<file path="config.mk">
export PLATFORM = sky130hd
export DESIGN_NAME = utf8_validating_decoder_unit
export DESIGN_NICKNAME = d
export VERILOG_FILES = /design/src/utf8d_pkg.sv /design/src/utf8_validating_decoder_unit.sv
export SDC_FILE = /design/constraint.sdc
export NUM_CORES = 1
export LEC_CHECK = 0
export CORE_ASPECT_RATIO = 1.5
export CORE_UTILIZATION = 55
export CTS_CLUSTER_SIZE = 30
export DETAILED_ROUTE_END_ITERATION = 8
export DONT_BUFFER_PORTS = 1
export PLACE_DENSITY = 0.74
export SLEW_MARGIN = 15
export SYNTH_ARGS = -nofsm -noshare
export SYNTH_HDL_FRONTEND = slang
export SYNTH_SLANG_ARGS = --single-unit
</file>
<file path="constraint.sdc">
create_clock -name clock -period 5.8 [get_ports clock]
set_clock_uncertainty 0.05 [all_clocks]
set_input_delay 0.29 -clock clock [delete_from_list [all_inputs] [get_ports clock]]
set_output_delay 0.29 -clock clock [all_outputs]
set_load 0.1 [all_outputs]
</file>
<file path="src/utf8d_pkg.sv">
`default_nettype none

package utf8d_pkg;

   localparam int CSR_INDEX_W = 2;

   localparam logic [CSR_INDEX_W-1:0] REG_REJECT_OVERLONG     = 2'd0;
   localparam logic [CSR_INDEX_W-1:0] REG_REJECT_SURROGATE    = 2'd1;
   localparam logic [CSR_INDEX_W-1:0] REG_REJECT_OUT_OF_RANGE = 2'd2;
   localparam logic [CSR_INDEX_W-1:0] REG_REJECT_NONCHAR      = 2'd3;

   localparam logic [20:0] CP_REPLACEMENT = 21'h00FFFD;
   localparam logic [20:0] CP_MIN_2BYTE   = 21'h000080;
   localparam logic [20:0] CP_MIN_3BYTE   = 21'h000800;
   localparam logic [20:0] CP_MIN_4BYTE   = 21'h010000;
   localparam logic [20:0] CP_SURR_LO     = 21'h00D800;
   localparam logic [20:0] CP_SURR_HI     = 21'h00DFFF;
   localparam logic [20:0] CP_MAX         = 21'h10FFFF;
   localparam logic [20:0] CP_NONCHAR_LO  = 21'h00FDD0;
   localparam logic [20:0] CP_NONCHAR_HI  = 21'h00FDEF;

   localparam logic [7:0] CONT_MASK  = 8'hC0;
   localparam logic [7:0] CONT_MATCH = 8'h80;

   typedef logic [3:0][7:0] byte_vec_type;

   typedef struct packed {
      logic reject_overlong;
      logic reject_surrogate;
      logic reject_out_of_range;
      logic reject_nonchar;
   } cfg_type;

   typedef struct packed {
      logic        emit;
      logic        fail;
      logic [2:0]  adv;
      logic [20:0] cp;
   } step_type;

   function automatic logic is_cont(input logic [7:0] b);
      return (b & CONT_MASK) == CONT_MATCH;
   endfunction

   function automatic logic [2:0] seq_len(input logic [7:0] b);
      logic [2:0] n;
      if (b[7] == 1'b0) n = 3'd1;
      else if (b[7:5] == 3'b110) n = 3'd2;
      else if (b[7:4] == 4'b1110) n = 3'd3;
      else if (b[7:3] == 5'b11110) n = 3'd4;
      else n = 3'd0;
      return n;
   endfunction

   // Bad continuation bytes within the available part of the sequence.
   function automatic logic prefix_bad(input byte_vec_type b, input logic [2:0] avail,
                                       input logic [2:0] need);
      logic bad;
      bad = 1'b0;
      for (int k = 1; k < 4; k++) begin
         if (3'(k) < avail && 3'(k) < need && !is_cont(b[k])) bad = 1'b1;
      end
      return bad;
   endfunction

   function automatic step_type eval_step(input byte_vec_type b, input logic [2:0] avail,
                                          input logic last, input cfg_type cfg);
      logic [2:0]  need;
      logic        fail;
      logic        rej;
      logic [20:0] cp;
      step_type    r;
      need   = seq_len(b[0]);
      fail   = 1'b0;
      rej    = 1'b0;
      r.emit = 1'b1;
      if (need == 3'd0) begin
         fail = 1'b1;
      end else begin
         fail = prefix_bad(b, avail, need);
         if (!fail && avail < need) begin
            if (!last) r.emit = 1'b0;
            else fail = 1'b1;
         end
      end
      unique case (need)
         3'd1: cp = {13'd0, b[0]};
         3'd2: cp = {10'd0, b[0][4:0], b[1][5:0]};
         3'd3: cp = {5'd0, b[0][3:0], b[1][5:0], b[2][5:0]};
         default: cp = {b[0][2:0], b[1][5:0], b[2][5:0], b[3][5:0]};
      endcase
      if (cfg.reject_overlong) begin
         if (need == 3'd2 && cp < CP_MIN_2BYTE) rej = 1'b1;
         if (need == 3'd3 && cp < CP_MIN_3BYTE) rej = 1'b1;
         if (need == 3'd4 && cp < CP_MIN_4BYTE) rej = 1'b1;
      end
      if (cfg.reject_surrogate && need == 3'd3 && cp >= CP_SURR_LO && cp <= CP_SURR_HI)
         rej = 1'b1;
      if (cfg.reject_out_of_range && cp > CP_MAX) rej = 1'b1;
      if (cfg.reject_nonchar) begin
         if (cp >= CP_NONCHAR_LO && cp <= CP_NONCHAR_HI) rej = 1'b1;
         if (cp[15:1] == 15'h7FFF && cp <= CP_MAX) rej = 1'b1;
      end
      r.fail = fail || rej;
      r.cp   = r.fail ? CP_REPLACEMENT : cp;
      r.adv  = r.fail ? 3'd1 : need;
      return r;
   endfunction

   // True when the bytes left give no further word for this input byte.
   function automatic logic stops(input byte_vec_type b, input logic [2:0] avail,
                                  input logic last);
      logic [2:0] need;
      logic       s;
      need = seq_len(b[0]);
      if (avail == 3'd0) s = 1'b1;
      else if (need == 3'd0) s = 1'b0;
      else if (prefix_bad(b, avail, need)) s = 1'b0;
      else s = (avail < need) && !last;
      return s;
   endfunction

endpackage

`default_nettype wire

</file>
<file path="src/utf8_validating_decoder_unit.sv">
`default_nettype none

// An accepted input word moves the block from idle to its run state, where each result word is registered.
// The single decode-step unit resolves one sequence per cycle while the output is not stalled, giving up to
// four results per input word; the block takes no new input word until it returns to idle.
// An input word that only extends an unfinished sequence yields no result and returns the block to idle.
// Synchronous active-high reset clears the held byte count and the result valid flag, returns to idle and
// sets all reject controls to 1.
module utf8_validating_decoder_unit (
   input  wire logic                                   clock,
   input  wire logic                                   reset,
   input  wire logic                                   req_tvalid,
   output logic                                        req_tready,
   input  wire logic [7:0]                             req_tdata,  // in_byte
   input  wire logic                                   req_tlast,
   output logic                                        rsp_tvalid,
   input  wire logic                                   rsp_tready,
   output logic [23:0]                                 rsp_tdata,  // code_point, zero fill
   output logic                                        rsp_tuser,  // malformed
   output logic                                        rsp_tlast,
   input  wire logic                                   csr_we,
   input  wire logic [utf8d_pkg::CSR_INDEX_W-1:0]      csr_index,
   input  wire logic                                   csr_wdata
);
   import utf8d_pkg::*;

   localparam logic ST_IDLE = 1'b0;
   localparam logic ST_RUN  = 1'b1;

   logic         state_ff, state_in;
   byte_vec_type buf_ff, buf_in;
   logic [2:0]   count_ff, count_in;
   logic         strm_last_ff, strm_last_in;
   cfg_type      cfg_ff, cfg_in;
   logic         rsp_valid_ff, rsp_valid_in;
   logic [20:0]  rsp_cp_ff, rsp_cp_in;
   logic         rsp_mal_ff, rsp_mal_in;
   logic         rsp_last_ff, rsp_last_in;

   step_type     step;
   byte_vec_type shifted;
   logic [2:0]   remain;
   logic         run_last;
   logic         can_step;

   assign req_tready = (state_ff == ST_IDLE);
   assign rsp_tvalid = rsp_valid_ff;
   assign rsp_tdata  = {3'd0, rsp_cp_ff};
   assign rsp_tuser  = rsp_mal_ff;
   assign rsp_tlast  = rsp_last_ff;

   always_comb begin
      cfg_in = cfg_ff;
      if (csr_we) begin
         case (csr_index)
            REG_REJECT_OVERLONG:     cfg_in.reject_overlong     = csr_wdata;
            REG_REJECT_SURROGATE:    cfg_in.reject_surrogate    = csr_wdata;
            REG_REJECT_OUT_OF_RANGE: cfg_in.reject_out_of_range = csr_wdata;
            REG_REJECT_NONCHAR:      cfg_in.reject_nonchar      = csr_wdata;
            default: cfg_in = cfg_ff;
         endcase
      end
   end

   always_comb begin
      step     = eval_step(buf_ff, count_ff, strm_last_ff, cfg_ff);
      shifted  = byte_vec_type'(buf_ff >> {step.adv, 3'b000});
      remain   = count_ff - step.adv;
      run_last = stops(shifted, remain, strm_last_ff);
      can_step = !rsp_valid_ff || rsp_tready;

      state_in     = state_ff;
      buf_in       = buf_ff;
      count_in     = count_ff;
      strm_last_in = strm_last_ff;
      rsp_valid_in = rsp_valid_ff && !rsp_tready;
      rsp_cp_in    = rsp_cp_ff;
      rsp_mal_in   = rsp_mal_ff;
      rsp_last_in  = rsp_last_ff;

      unique case (state_ff)
         ST_IDLE: begin
            if (req_tvalid) begin
               for (int i = 0; i < 4; i++) begin
                  if (count_ff[1:0] == 2'(i)) buf_in[i] = req_tdata;
               end
               count_in     = count_ff + 3'd1;
               strm_last_in = req_tlast;
               state_in     = ST_RUN;
            end
         end
         ST_RUN: begin
            if (can_step) begin
               if (step.emit) begin
                  rsp_valid_in = 1'b1;
                  rsp_cp_in    = step.cp;
                  rsp_mal_in   = step.fail;
                  rsp_last_in  = run_last;
                  buf_in       = shifted;
                  count_in     = remain;
                  if (run_last) state_in = ST_IDLE;
               end else begin
                  state_in = ST_IDLE;
               end
            end
         end
         default: state_in = ST_IDLE;
      endcase
   end

   always_ff @(posedge clock) begin
      if (reset) begin
         state_ff     <= ST_IDLE;
         count_ff     <= 3'd0;
         rsp_valid_ff <= 1'b0;
         cfg_ff       <= '{1'b1, 1'b1, 1'b1, 1'b1};
      end else begin
         state_ff     <= state_in;
         count_ff     <= count_in;
         rsp_valid_ff <= rsp_valid_in;
         cfg_ff       <= cfg_in;
      end
   end

   always_ff @(posedge clock) begin
      buf_ff       <= buf_in;
      strm_last_ff <= strm_last_in;
      rsp_cp_ff    <= rsp_cp_in;
      rsp_mal_ff   <= rsp_mal_in;
      rsp_last_ff  <= rsp_last_in;
   end

   a_run_has_bytes: assert property (@(posedge clock) disable iff (reset)
      state_ff == ST_RUN |-> count_ff != 3'd0)
      else $error("decoder running with no bytes held");

   a_idle_holds_at_most_three: assert property (@(posedge clock) disable iff (reset)
      state_ff == ST_IDLE |-> count_ff <= 3'd3)
      else $error("more than three bytes held while idle");

   a_malformed_is_replacement: assert property (@(posedge clock) disable iff (reset)
      rsp_valid_ff && rsp_mal_ff |-> rsp_cp_ff == CP_REPLACEMENT)
      else $error("malformed word without replacement code point");

   a_accept_starts_run: assert property (@(posedge clock) disable iff (reset)
      req_tvalid && req_tready |=> state_ff == ST_RUN)
      else $error("accepted byte did not start a decode run");

endmodule

`default_nettype wire

</file>
==> metrics.md <==
| Metric | Value |
|---|---|
| Hold WS | 0.01218 ns |
| Yosys Warn Count | 0 |
| Die width | 73.12 um |
| Most common cell after layout, fill and taps aside | edfxtp_1 |
| FF+latch count, synth | 65 |
| Share of cells above drive strength 1 | 0.09396 |
| Max FO, Critical Path | 12 |
| Critical-path top delay cell | a2111oi_0 |
| Setup Crit Path Kind | flip-flop to flip-flop |
| Final setup violating endpoints | 0 |
| RSZ-0062 raised after global routing | no |
| RR Startpoint | buf_ff[7] |
| Max Fclk | 191.4 MHz |
| Detailed Route WL | 10730 um |
| Hold violation total from the final report | 0 |
| Final min period | 5.224 ns |
| # diodes | 0 |
| Hold wc startpoint | csr_wdata |
| Post-Route Setup TNS | 0 ns |
| GR Overflow Total | 0 |
| CP startpoint kind | flip-flop |
| Status | completed |
| Synth Cell Area | 4173 um2 |
| CTS tree | built |
| Critical Path, Cell by Cell | nand2_1 -> or3_1 -> ha_1 -> nand3_1 -> a21oi_1 -> a2111oi_0 -> a221o_1 -> nor2_1 -> and4_4 -> inv_6 -> nor2_1 -> buf_4 -> inv_2 -> ha_1 -> inv_1 -> fa_1 -> xnor2_1 -> xnor2_2 -> ha_1 -> nor3_1 -> o21ai_0 -> a211oi_1 -> nand4_1 -> a31o_1 |
| Ports | 45 |
| H-tree levels | 3 |
| First-pass GRT wire length | 16880 um |
| Async set-reset flop share out of synthesis | 0 |
| Via density | 6.428 |
| Final net count | 472 |
| CP Data Arrival Time | 5.43 ns |
| Sequential area share after synthesis | 0.4462 |
| Slew margin rel. | 0.3062 |
| CORE AREA | 7274 um2 |
| Fillers | 614 |
| Post-cts resize count | 0 |
| Period Utilization, post-route | 0.9006 |
| Clock buffer depth | 2 |
| Clock Latency Late Sink | 0.37 ns |
| Number of max-cap violations | 0 |
| Hold EP | cfg_ff[1] |
| Drt wl/cell | 19.62 um |
| Dpl hpwl | 7958 um |
| Drt first-iter violations | 344 |
| Synthesized area per cell | 9.441 um2 |
| IO buf count | 0 |
| Total length of routed met2 wires | 5385 um |
| R2R Setup Slk | 0.58 ns |
| Cells after Synth | 442 |
| CP required | 6.01 ns |
| Die Y | 108.7 um |
| TritonCTS Buffers | 9 |
| DRC | 0 |
| Tightest Pin Transition | 1.034 ns |
| Pin count of the biggest net entering global routing | 33 |
| Reg-to-Reg End | state_ff |
| All-Layer GR Usage | 0.2901 |
| Initial antenna violation count | 0 |
| Final Wtd Congestion | 0.9923 |
| Critical path's largest stage delay | 0.62 ns |
| Most frequent CP cell | ha_1 |
| Crit path max-delay family | compound AO/OA/AOI/OAI gates |
| Clock Sinks | 65 |
| R2r worst-path depth | 24 |
| M1 WL | 4141 um |
| Hold/Removal Path Class | primary input to flip-flop |
| Post-DRT Antenna Nets | 0 |
| Postcts setup bufs | 0 |
| Routed vias | 3516 |
| CTS root buffer | clkbuf_8 |
| Initial Util | 0.5736 |
| Post-synth EDFFs | 56 |
| Vias in the first global route | 3298 |
| Worst Setup End Kind | flip-flop |
| Hold Path Stages | 2 |
| Commonest non-fill, non-tap cells in the layout | edfxtp_1, nand2_1, a21oi_1, nor2_1 |
| 1st-pass router iterations | 5 |
| Die area | 7946 um2 |
| Crit path buffers/inverters | 4 |
| Met3 WL | 582 um |
| Highest routed metal layer | met4 |
| Post-synth top flop | edfxtp_1 |
| Final Max Slew Viols | 0 |
| Reg clk slew, reported paths | 0.07 ns |
| # rows | 38 |
| Area grow syn2layout | 7.886% |
| Library cells used by synthesis | 72 |
## per-stage QoR
step / cell area [um2] / worst slack, ns / util / std cells
after floorplan: 4180 / 0.7351 / - / 444
after global placement: 4263 / 0.8565 / 0.5860 / 529
after detailed placement: 4263 / 0.6098 / 0.5860 / 529
after CTS: 4502 / 0.5848 / 0.6189 / 547
after global routing: 4502 / 0.1299 / 0.6189 / 547
final: 4502 / 0.5763 / 0.6189 / 547
## cell families (layout without fill, tap and decap cells)
family / count (synthesis) / count (layout) / share of synthesized area
xor gates and xnor gates: 2 / 2 / 0.005998
adders and majority gates: 12 / 12 / 0.03778
AOI/OAI and AO/OA: 128 / 128 / 0.2111
muxes: 11 / 11 / 0.02639
other: 1 / 3 / 0.0008987
buffers and inverters: 49 / 52 / 0.05337
and+or+nand+nor: 174 / 174 / 0.2183
DFF: 65 / 65 / 0.4462
## state kept, by name, summed over array words and instances, names as in the netlist
register,count
rsp_tlast,1
count_ff,3
rsp_cp_ff,21
buf_ff,32
rsp_tvalid,1
rsp_tuser,1
state_ff,1
strm_last_ff,1
cfg_ff,4
## worst reg2reg max path: stages, from the launching register on
cell	delay [ns]
edfxtp_1	0.35
nand2_1	0.22
or3_1	0.45
ha_1	0.33
nand3_1	0.09
a21oi_1	0.04
a2111oi_0	0.62
a221o_1	0.25
nor2_1	0.04
and4_4	0.21
inv_6	0.10
nor2_1	0.06
buf_4	0.21
inv_2	0.08
ha_1	0.13
inv_1	0.04
fa_1	0.37
xnor2_1	0.24
xnor2_2	0.15
ha_1	0.22
nor3_1	0.15
o21ai_0	0.14
a211oi_1	0.23
nand4_1	0.14
a31o_1	0.19
## worst max path at each step
stage / startpoint / end / slack (ns) / cells past startpoint
3_5_place_dp: buf_ff[4] / state_ff / 0.61 / 24
6_report: buf_ff[7] / state_ff / 0.58 / 24
2_1_floorplan: buf_ff[5] / state_ff / 0.74 / 28
4_1_cts: buf_ff[4] / state_ff / 0.58 / 24
3_3_place_gp: buf_ff[4] / state_ff / 0.86 / 24
5_1_grt: buf_ff[5] / state_ff / 0.13 / 25
## synth_stat cells (all sizes together), types with 6 or more instances
| master | instances | area share |
|---|---|---|
| nor2 | 28 | 0.026 |
| nor2b | 14 | 0.021 |
| and3 | 6 | 0.0090 |
| nor3 | 11 | 0.014 |
| nand3 | 16 | 0.019 |
| edfxtp | 56 | 0.40 |
| nand2b | 15 | 0.022 |
| a221o | 9 | 0.022 |
| a21oi | 30 | 0.038 |
| o21a | 6 | 0.011 |
| ha | 11 | 0.033 |
| mux2i | 11 | 0.026 |
| dfxtp | 9 | 0.043 |
| buf | 11 | 0.018 |
| clkbuf | 16 | 0.014 |
| a21o | 6 | 0.011 |
| inv | 21 | 0.020 |
| nand2 | 53 | 0.050 |
| o21ai | 27 | 0.032 |
## final cells by class
cell class	count	area, um2	area share
sequential	65	1862	0.4136
timing repair buffer	15	120.1	0.02668
clock inverter	5	81.33	0.01807
clock buffer	10	127.6	0.02835
tap	100	125.1	0.02779
inverter	22	87.58	0.01946
multi-input combinational	330	2098	0.4661
## metal layers
metal / vias up / GRT usage
li1: 1642 / -
met1: 1639 / 0.3325
met2: 187 / 0.4848
met3: 48 / 0.04898
met4: 0 / 0.2031
met5: - / 0
## what timing repair did
action	CTS	global route
hold buffers	3	0
hold endpoints to repair	9	0
endpoints found under the setup margin	0	0
Power is not shown: default switching activity piles up to over one toggle a cycle in this logic, so the estimate is an artifact.
